$ cat src/hw/rtl/mbrtu_pkg.sv
package mbrtu_pkg;

    // input action codes (slave tuser)
    localparam logic [1:0] ACT_BYTE    = 2'd0;
    localparam logic [1:0] ACT_START   = 2'd1;
    localparam logic [1:0] ACT_TIMEOUT = 2'd2;

    // frame status codes (master tuser)
    localparam logic [1:0] ST_OK     = 2'd0;
    localparam logic [1:0] ST_SHORT  = 2'd1;
    localparam logic [1:0] ST_CRC    = 2'd2;
    localparam logic [1:0] ST_HEADER = 2'd3;

    // configuration register indexes
    localparam logic CFG_DEVICE_ADDRESS = 1'b0;
    localparam logic CFG_FRAME_KIND     = 1'b1;

    localparam logic [7:0] ADDR_RESET      = 8'd248;
    localparam logic [7:0] FUNC_READ_INPUT = 8'h04;
    localparam logic [7:0] FUNC_RESET_ECHO = 8'h42;
    localparam logic [7:0] READ_BYTE_COUNT = 8'd20;
    localparam logic [4:0] READ_FRAME_LEN  = 5'd25;
    localparam logic [4:0] ECHO_FRAME_LEN  = 5'd4;

    localparam logic [15:0] CRC_POLY = 16'hA001;
    localparam logic [15:0] CRC_INIT = 16'hFFFF;

    localparam int OUT_DATA_W = 192;

    // one byte of the reflected modbus crc-16
    function automatic logic [15:0] crc16_byte(input logic [15:0] crc, input logic [7:0] b);
        logic [15:0] c;
        c = crc ^ {8'h00, b};
        for (int k = 0; k < 8; k++) begin
            c = c[0] ? ((c >> 1) ^ CRC_POLY) : (c >> 1);
        end
        return c;
    endfunction

endpackage

$ cat src/hw/rtl/modbus_rtu_meter_response_parser.sv
// modbus rtu reply parser for a power meter
//
// slave stream: one word per received uart byte, tuser carries the action
// (received byte, start of frame, response timeout), tdata the byte itself.
// a start word clears the frame state; bytes are then checked and captured,
// and the last byte of the expected frame (25 for a measurement read reply,
// 4 for an energy reset echo) or a timeout yields exactly one result word.
// master stream: tuser is the frame status, tdata the readings and the
// voltage times current product; readings are zero unless the status is ok
// on a measurement reply. bytes after a result are dropped until the next start.
// config port: write enable, register index, 8 bit data; the user must keep it
// written only while idle, since the block itself does not enforce this.
// throughput: one word per cycle while the result register is free or draining,
// set by the crc byte update and field capture between the input register and
// the result register; a word passes both in turn before its result is valid.
// reset (synchronous, active low) empties both registers, clears the frame
// state and loads the default address 248 and the measurement frame kind.
// when the receiver stalls, the result stays put and one more input word is
// held in the input register; after that tready drops until the result leaves.
module modbus_rtu_meter_response_parser (
    input  logic                              i_clk,
    input  logic                              i_rst_n,
    // config port
    input  logic                              i_cfg_we,
    input  logic                              i_cfg_index,
    input  logic [7:0]                        i_cfg_data,
    // slave stream
    input  logic                              s_axis_tvalid,
    output logic                              s_axis_tready,
    input  logic [7:0]                        s_axis_tdata,  // rx_byte
    input  logic [1:0]                        s_axis_tuser,  // action
    // master stream
    output logic                              m_axis_tvalid,
    input  logic                              m_axis_tready,
    // voltage_tenths, current_milliamps, power_tenths_watt, energy_watt_hours,
    // frequency_tenths, power_factor_hundredths, apparent_power
    output logic [mbrtu_pkg::OUT_DATA_W-1:0]  m_axis_tdata,
    output logic [1:0]                        m_axis_tuser   // frame_status
);

    // configuration
    logic [7:0]  r_dev_addr;
    logic        r_frame_kind;

    // input register
    logic        r_in_valid;
    logic [1:0]  r_action;
    logic [7:0]  r_byte;

    // frame state
    logic [4:0]  r_byte_count, n_byte_count;
    logic [15:0] r_crc, n_crc;
    logic        r_header_good, n_header_good;
    logic [7:0]  r_crc_low, n_crc_low;
    logic [15:0] r_voltage, n_voltage;
    logic [31:0] r_current, n_current;
    logic [31:0] r_power, n_power;
    logic [31:0] r_energy, n_energy;
    logic [15:0] r_frequency, n_frequency;
    logic [15:0] r_factor, n_factor;
    logic        r_frame_done, n_frame_done;

    // result register
    logic                             r_out_valid;
    logic [1:0]                       r_out_status;
    logic [mbrtu_pkg::OUT_DATA_W-1:0] r_out_data;

    logic        w_advance;
    logic        w_emit;
    logic [1:0]  w_status;
    logic        w_show;
    logic [4:0]  w_len;
    logic [47:0] w_product;

    // input register moves on when the result slot is free or draining
    assign w_advance     = r_in_valid && (!r_out_valid || m_axis_tready);
    assign s_axis_tready = !r_in_valid || w_advance;

    always_ff @(posedge i_clk) begin
        if (!i_rst_n) begin
            r_dev_addr   <= mbrtu_pkg::ADDR_RESET;
            r_frame_kind <= 1'b0;
        end else if (i_cfg_we) begin
            case (i_cfg_index)
                mbrtu_pkg::CFG_DEVICE_ADDRESS: r_dev_addr   <= i_cfg_data;
                mbrtu_pkg::CFG_FRAME_KIND:     r_frame_kind <= i_cfg_data[0];
                default: ;
            endcase
        end
    end

    always_ff @(posedge i_clk) begin
        if (!i_rst_n) begin
            r_in_valid <= 1'b0;
        end else if (s_axis_tready) begin
            r_in_valid <= s_axis_tvalid;
        end
    end

    always_ff @(posedge i_clk) begin
        if (s_axis_tready && s_axis_tvalid) begin
            r_action <= s_axis_tuser;
            r_byte   <= s_axis_tdata;
        end
    end

    // frame length of the selected kind
    assign w_len = r_frame_kind ? mbrtu_pkg::ECHO_FRAME_LEN : mbrtu_pkg::READ_FRAME_LEN;

    always_comb begin
        n_byte_count  = r_byte_count;
        n_crc         = r_crc;
        n_header_good = r_header_good;
        n_crc_low     = r_crc_low;
        n_voltage     = r_voltage;
        n_current     = r_current;
        n_power       = r_power;
        n_energy      = r_energy;
        n_frequency   = r_frequency;
        n_factor      = r_factor;
        n_frame_done  = r_frame_done;
        w_emit        = 1'b0;
        w_status      = mbrtu_pkg::ST_OK;

        if (w_advance) begin
            case (r_action)
                mbrtu_pkg::ACT_START: begin
                    n_byte_count  = 5'd0;
                    n_crc         = mbrtu_pkg::CRC_INIT;
                    n_header_good = 1'b1;
                    n_crc_low     = 8'd0;
                    n_voltage     = 16'd0;
                    n_current     = 32'd0;
                    n_power       = 32'd0;
                    n_energy      = 32'd0;
                    n_frequency   = 16'd0;
                    n_factor      = 16'd0;
                    n_frame_done  = 1'b0;
                end
                mbrtu_pkg::ACT_TIMEOUT: begin
                    if (!r_frame_done) begin
                        w_emit       = 1'b1;
                        w_status     = mbrtu_pkg::ST_SHORT;
                        n_frame_done = 1'b1;
                    end
                end
                mbrtu_pkg::ACT_BYTE: begin
                    // bytes past the end of the current kind are dropped
                    if (!r_frame_done && (r_byte_count < w_len)) begin
                        n_byte_count = r_byte_count + 5'd1;
                        if (r_byte_count < (w_len - 5'd2)) begin
                            n_crc = mbrtu_pkg::crc16_byte(r_crc, r_byte);
                            if (r_byte_count == 5'd0 && r_byte != r_dev_addr) begin
                                n_header_good = 1'b0;
                            end
                            if (r_byte_count == 5'd1 && r_byte != (r_frame_kind ?
                                    mbrtu_pkg::FUNC_RESET_ECHO :
                                    mbrtu_pkg::FUNC_READ_INPUT)) begin
                                n_header_good = 1'b0;
                            end
                            if (!r_frame_kind) begin
                                if (r_byte_count == 5'd2 &&
                                        r_byte != mbrtu_pkg::READ_BYTE_COUNT) begin
                                    n_header_good = 1'b0;
                                end
                                // big-endian words, 32 bit values low word first
                                case (r_byte_count)
                                    5'd3:  n_voltage[15:8]    = r_byte;
                                    5'd4:  n_voltage[7:0]     = r_byte;
                                    5'd5:  n_current[15:8]    = r_byte;
                                    5'd6:  n_current[7:0]     = r_byte;
                                    5'd7:  n_current[31:24]   = r_byte;
                                    5'd8:  n_current[23:16]   = r_byte;
                                    5'd9:  n_power[15:8]      = r_byte;
                                    5'd10: n_power[7:0]       = r_byte;
                                    5'd11: n_power[31:24]     = r_byte;
                                    5'd12: n_power[23:16]     = r_byte;
                                    5'd13: n_energy[15:8]     = r_byte;
                                    5'd14: n_energy[7:0]      = r_byte;
                                    5'd15: n_energy[31:24]    = r_byte;
                                    5'd16: n_energy[23:16]    = r_byte;
                                    5'd17: n_frequency[15:8]  = r_byte;
                                    5'd18: n_frequency[7:0]   = r_byte;
                                    5'd19: n_factor[15:8]     = r_byte;
                                    5'd20: n_factor[7:0]      = r_byte;
                                    default: ;
                                endcase
                            end
                        end else if (r_byte_count == (w_len - 5'd2)) begin
                            n_crc_low = r_byte;
                        end else begin
                            // crc mismatch wins over a bad header
                            w_emit       = 1'b1;
                            n_frame_done = 1'b1;
                            if ({r_byte, r_crc_low} != r_crc) begin
                                w_status = mbrtu_pkg::ST_CRC;
                            end else if (!r_header_good) begin
                                w_status = mbrtu_pkg::ST_HEADER;
                            end else begin
                                w_status = mbrtu_pkg::ST_OK;
                            end
                        end
                    end
                end
                default: ;
            endcase
        end
    end

    always_ff @(posedge i_clk) begin
        if (!i_rst_n) begin
            r_byte_count  <= 5'd0;
            r_crc         <= mbrtu_pkg::CRC_INIT;
            r_header_good <= 1'b1;
            r_crc_low     <= 8'd0;
            r_voltage     <= 16'd0;
            r_current     <= 32'd0;
            r_power       <= 32'd0;
            r_energy      <= 32'd0;
            r_frequency   <= 16'd0;
            r_factor      <= 16'd0;
            r_frame_done  <= 1'b0;
        end else begin
            r_byte_count  <= n_byte_count;
            r_crc         <= n_crc;
            r_header_good <= n_header_good;
            r_crc_low     <= n_crc_low;
            r_voltage     <= n_voltage;
            r_current     <= n_current;
            r_power       <= n_power;
            r_energy      <= n_energy;
            r_frequency   <= n_frequency;
            r_factor      <= n_factor;
            r_frame_done  <= n_frame_done;
        end
    end

    // readings only go out on a good measurement reply
    assign w_show    = (w_status == mbrtu_pkg::ST_OK) && !r_frame_kind;
    assign w_product = {32'd0, r_voltage} * {16'd0, r_current};

    always_ff @(posedge i_clk) begin
        if (!i_rst_n) begin
            r_out_valid <= 1'b0;
        end else if (w_advance && w_emit) begin
            r_out_valid <= 1'b1;
        end else if (m_axis_tready) begin
            r_out_valid <= 1'b0;
        end
    end

    always_ff @(posedge i_clk) begin
        if (w_advance && w_emit) begin
            r_out_status <= w_status;
            if (w_show) begin
                r_out_data <= {w_product, r_factor, r_frequency, r_energy,
                               r_power, r_current, r_voltage};
            end else begin
                r_out_data <= '0;
            end
        end
    end

    assign m_axis_tvalid = r_out_valid;
    assign m_axis_tuser  = r_out_status;
    assign m_axis_tdata  = r_out_data;

endmodule

$ cat config.mk
export PLATFORM = sky130hd
export DESIGN_NAME = modbus_rtu_meter_response_parser
export DESIGN_NICKNAME = d
export VERILOG_FILES = /design/src/hw/rtl/mbrtu_pkg.sv /design/src/hw/rtl/modbus_rtu_meter_response_parser.sv
export SDC_FILE = /design/constraint.sdc
export NUM_CORES = 2
export LEC_CHECK = 0
export BUFFER_PORTS_ARGS = -buffer_cell sky130_fd_sc_hd__buf_2
export CORE_UTILIZATION = 40
export CTS_CLUSTER_SIZE = 12
export DETAILED_ROUTE_END_ITERATION = 12
export PLACE_DENSITY = 0.54
export SYNTH_ARGS = -nofsm -noshare
export SYNTH_HDL_FRONTEND = slang
export SYNTH_SLANG_ARGS = --single-unit
$ cat constraint.sdc
create_clock -name i_clk -period 13.1 [get_ports i_clk]
set_clock_uncertainty 0.05 [all_clocks]
set_input_delay 1.965 -clock i_clk [delete_from_list [all_inputs] [get_ports i_clk]]
set_output_delay 1.965 -clock i_clk [all_outputs]
set_load 0.01 [all_outputs]
Word level (Yosys, flattened, before mapping)
Index checks and enable logic that the tools add are counted.

$add $sub $neg: 2. Multipliers: 1. Order comparisons: 2. Equality and inequality tests: 51. Mux-type cells: 88. Bitwise gates (word level): 10. Reductions and logical operators: 44.

Operators by type and width (count): $mux 16 (19); $mux 32 (9); $pmux 32 s2 (3); $mux 8 (21); $pmux 16 s2 (4); $reduce_and 6->1 (18); $mul 16x32->48 (1); $eq 5x4->1 const B (8); $ne 2x1->1 const B (18); $eq 5x5->1 const B (5); $not 2->3 (8); $eq 5x3->1 const B (4); $mux 1 (17); $ne 16x16->1 (1); $pmux 8 s2 (1); $xor 16x8->16 (1); $mux 2 (6); $ne 2x2->1 const B (6); $eq 5x2->1 const B (2); $lt 5x5->1 (2); $mux 5 (2); $pmux 5 s2 (1); $reduce_and 5->1 (2); $logic_and 1x1->1 (8); other kinds (23) (31).

Register bits after elaboration: 390. Input port bits: 24. Output and inout bits: 196. Logic and storage cells: 229.

Depth between registers and ports, before layout
Depth after elaboration: 20. Depth in mapped cells: 24. Depth with buffers taken out: 22.

Worst setup path after synthesis
No wires, ideal clock.

Kind: input to register. Start: input m_axis_tready. End: register r_out_data, in the netlist m_axis_tdata[0], enable pin. Library setup time: 1556 ps. Data arrival time: 5729 ps. Data required time: 11494 ps. Setup slack: 5765 ps. Stages: 5. Buffers on the path: 0. Path through: nor2b_1 -> nand2b_1 -> nor2_1 -> o2111ai_1 -> nand2_1.

Cells in the longest elaborated chain, start to end: 4.

RTL lines: start, declared (line modbus_rtu_meter_response_parser.sv:34) `input logic m_axis_tready,`; $logic_or 1x1->1 * (line modbus_rtu_meter_response_parser.sv:76) `assign w_advance = r_in_valid && (!r_out_valid || m_axis_tready);`; $logic_and 1x1->1 * (line modbus_rtu_meter_response_parser.sv:76); $mux 1 (line modbus_rtu_meter_response_parser.sv:125) `if (w_advance) begin`; $logic_and 1x1->1 * (line modbus_rtu_meter_response_parser.sv:253) `if (w_advance && w_emit) begin`; end signal, assigned (line modbus_rtu_meter_response_parser.sv:256) `r_out_data <= {w_product, r_factor, r_frequency, r_energy,`; end, declared (line modbus_rtu_meter_response_parser.sv:66) `logic [mbrtu_pkg::OUT_DATA_W-1:0] r_out_data;`.

Mark *: on every way between the ends. The rest lies on a longest branch, timed or not. A chain may end at the register's enable or synchronous reset.

Final worst setup path
Start: register r_current[13]. End: register r_out_data, in the netlist m_axis_tdata[191] (data pin).

Cells in the longest elaborated chain, start to end: 1.

RTL lines: start, declared (line modbus_rtu_meter_response_parser.sv:56) `logic [31:0] r_current, n_current;`; start signal, assigned (line modbus_rtu_meter_response_parser.sv:229) `r_current <= n_current;`; $mul 16x32->48 (line modbus_rtu_meter_response_parser.sv:240) `assign w_product = {32'd0, r_voltage} * {16'd0, r_current};`.

Every way passes these cells.

==> metrics.txt <==
final setup margin=slightly below 6 ns; Main synth FF type=edfxtp_1; Rel. slew slack=18.35%; P_sw=about 0.64 mW; Worst Hold Path EP=r_factor[12]; GRT Util Overall=between 20 and 25%; H-tree levels=2; worst r2r dst=m_axis_tdata[191]; LEAKAGE=15.86 nW; dpl hpwl=62220 um; Tot Pwr=about 2.7 mW; vias per std cell=5.048; core area=77980 sq um; number of I/O port buffers=approximately 220; clock root buffer=clkbuf_16; P_int=2.062 mW; residual DRC count=0; first-pass GRT wire length=140100 um; post-synthesis sequential area ratio=between 30% and 40%; cell taking the most area after synthesis=fa_1; Hold-fix buffers, CTS=0; Slew Limit Fails=0; DR WL/cell=20.04 um; Worst-path clk slew=0.06 ns; Commonest cells post-synth=inv_1, nand2_1, fa_1, and2_1, edfxtp_1; CTS tree=done; Crit Path Max Fanout=18; Initial Util=40.64%; final period utilization=roughly 55%; multi-input logic area=19430 sq um; GRT overflow=0; kind of critical path=reg -> reg; Worst-Margin Slew=1.221 ns; Final setup viols=0; die area=80360 sq um; area grow syn2layout=10.86%; Worst setup SP type=register; unrepaired setup endpoints after global routing=no; setup slack, reg-to-reg=5.94 ns; vias=22180; FF/Latch Area=between 9000 and 10000 sq um; setup TNS=0 ns; EDFF count, synth=between 200 and 250; most frequent cell after synthesis=inv_1; arrival time worst endpoint=7.44 ns; Fmax=0.1396 GHz; count of cell types in the netlist=62; DR top layer=met4; HP Class=reg -> reg; met2 wire len=42300 um; RR Startpoint=r_current[13]; Avg Inst Size Synth=9.904 sq um; clk buf depth=3; FFs w/ async S/R, synth=0%; WHS Path Cells=2; IO Pins=220; Pre-Repair DR Iteration Count=5; # clock sinks=390; share of the synthesized area in the top cell type=26.40%; # rows=102; vias in the first global route=between 20000 and 25000; Horiz. Die Dim=roughly 280 um; Switching Fraction=23.74%; post-CTS setup buffer count=0; FF+latch count, synth=390; Synth Instances=3200; largest net degree at the start of global routing=116; Final #Nets=3888; final core utilization=approximately 45%; mapped cell area=31690 sq um; fin crit period=7.161 ns; hold_sp=r_factor[12]; Max Cap Violations=0; Die Span Y=283.5 um; sequential power share=between 40% and 50%; Reg2Reg Depth=19; CTS Buf Count=45; GPL Wtd Cong=0.9133; antenna violations before repair=0; clock group share of total power=about 47%; Worst-Skew Late Latency=0.61 ns; Antenna Nets Post-Route=0; final hold violation count=0; Max VDD drop=between 0.1 and 0.15 mV; initial DRC count=approximately 1500; status=complete, no violations; DR WL met3=roughly 5200 um; layout filler cell count=7472; Worst Setup End Kind=register; CP required=13.38 ns; warnings from Yosys=0; proportion of layout cells with a drive suffix above 1=10.26%; Metal-1 WL=around 38000 um; antenna cell count=0; CTS resizes=0; Post-Syn Nets=3772; final WL=between 80000 and 90000 um; Synth area leaders=fa_1, edfxtp_1, dfxtp_1; pre-CTS WS=6.006 ns; combinational group share of total power=between 4 and 5%; Pwr Density=between 70 and 80 nW/um^2
[power by group through the flow]
stage               registers (mW)  clock network (mW)  logic [mW]
floorplan                     1.33                   0      0.0833
global placement              1.34                   0       0.125
detailed placement            1.34                   0       0.127
CTS                           1.31                1.31       0.127
global route                  1.31                1.35       0.137
finish                        1.31                1.27       0.125
[flip-flops by register name (all words and copies together), names as in the netlist, 16 cells and up]
| signal | flops |
|---|---|
| r_current | 32 |
| r_energy | 32 |
| r_frequency | 16 |
| r_power | 32 |
| r_factor | 16 |
| r_crc | 16 |
| m_axis_tdata | 192 |
| r_voltage | 16 |
[cell families after synthesis]
group                    count (synthesis)  share of synthesized area [%]
AO/OA/AOI/OAI                          266                          5.523
XOR/XNOR                                84                          2.321
flip-flops                             390                          31.08
adder cells (fa/ha/maj)                548                          31.54
buffers and inverters                  643                          7.718
AND/OR/NAND/NOR                       1172                          18.76
multiplexers                            97                          3.064
[through the flow]
step / hold WS [ns] / area, sq um / instances
after floorplan: 0.3877 / 31690 / 3200
after global placement: 0.4066 / 33660 / 4309
after detailed placement: 0.4208 / 33660 / 4309
after CTS: 0.4292 / 35140 / 4393
after global routing: 0.4438 / 35140 / 4393
final: 0.4249 / 35140 / 4393
[metal layers]
| metal | vias up | track usage (%) |
|---|---|---|
| met5 | - | 0 |
| met4 | 0 | 6.703 |
| met3 | 146 | 4.059 |
| met2 | 673 | 37.39 |
| met1 | 11130 | 29.10 |
| li1 | 10230 | - |
[worst max path at each step]
stage,startpoint,end,slack [ns],depth (start not counted)
floorplan,m_axis_tready,m_axis_tdata[0],5.77,5
global placement,r_current[17],m_axis_tdata[191],6.05,19
detailed placement,r_current[24],m_axis_tdata[191],6.01,19
finish,r_current[13],m_axis_tdata[191],5.94,19
global route,r_current[13],m_axis_tdata[191],5.63,19
CTS,r_current[24],m_axis_tdata[191],6.01,19
[cell usage in the layout (no fill, tap or decap), types with 8 or more instances in the layout]
master	Yosys	routed
inv_1	460	460
nand2_1	449	447
fa_1	418	418
and2_1	374	374
buf_2	8	218
edfxtp_1	204	204
dfxtp_1	186	186
ha_1	130	130
nor2b_1	101	100
mux2i_1	97	97
nand3_1	74	74
nor2_1	74	73
xnor2_1	62	62
a21boi_0	62	62
a21oi_1	59	59
o21ai_0	50	50
clkbuf_16	0	45
buf_4	1	34
nor3_1	24	24
xor2_1	22	22
a21o_1	16	16
nand4_1	15	15
clkbuf_1	162	15
o21a_1	11	11
and3_1	9	9
o211ai_1	9	9
nand2_2	8	9
nand3b_1	9	9
o21bai_1	9	9
nand2b_1	8	8
[area by class of cell]
class	instances	share of cell area (%)
Tap cell	1040	3.703
Clock buffer	67	3.639
Clock inverter	17	0.5698
Timing Repair Buffer	252	3.832
Sequential cell	390	28.03
Inverter	460	4.914
Multi-Input combinational cell	2167	55.31
[worst max-delay path: stages, from the launching register on]
cell and delay (ns):
dfxtp_1 0.88, nand2_1 0.20, fa_1 0.58, inv_1 0.05, fa_1 0.48, fa_1 0.57, fa_1 0.44, fa_1 0.49
inv_1 0.05, fa_1 0.54, inv_1 0.06, ha_1 0.39, a21oi_1 0.28, o21ai_0 0.20, a211oi_1 0.32, o31ai_1 0.17
nor4b_1 0.72, o211a_1 0.24, or3_1 0.11, a21oi_1 0.05
Note: power is estimated with default switching activity, not from simulation.
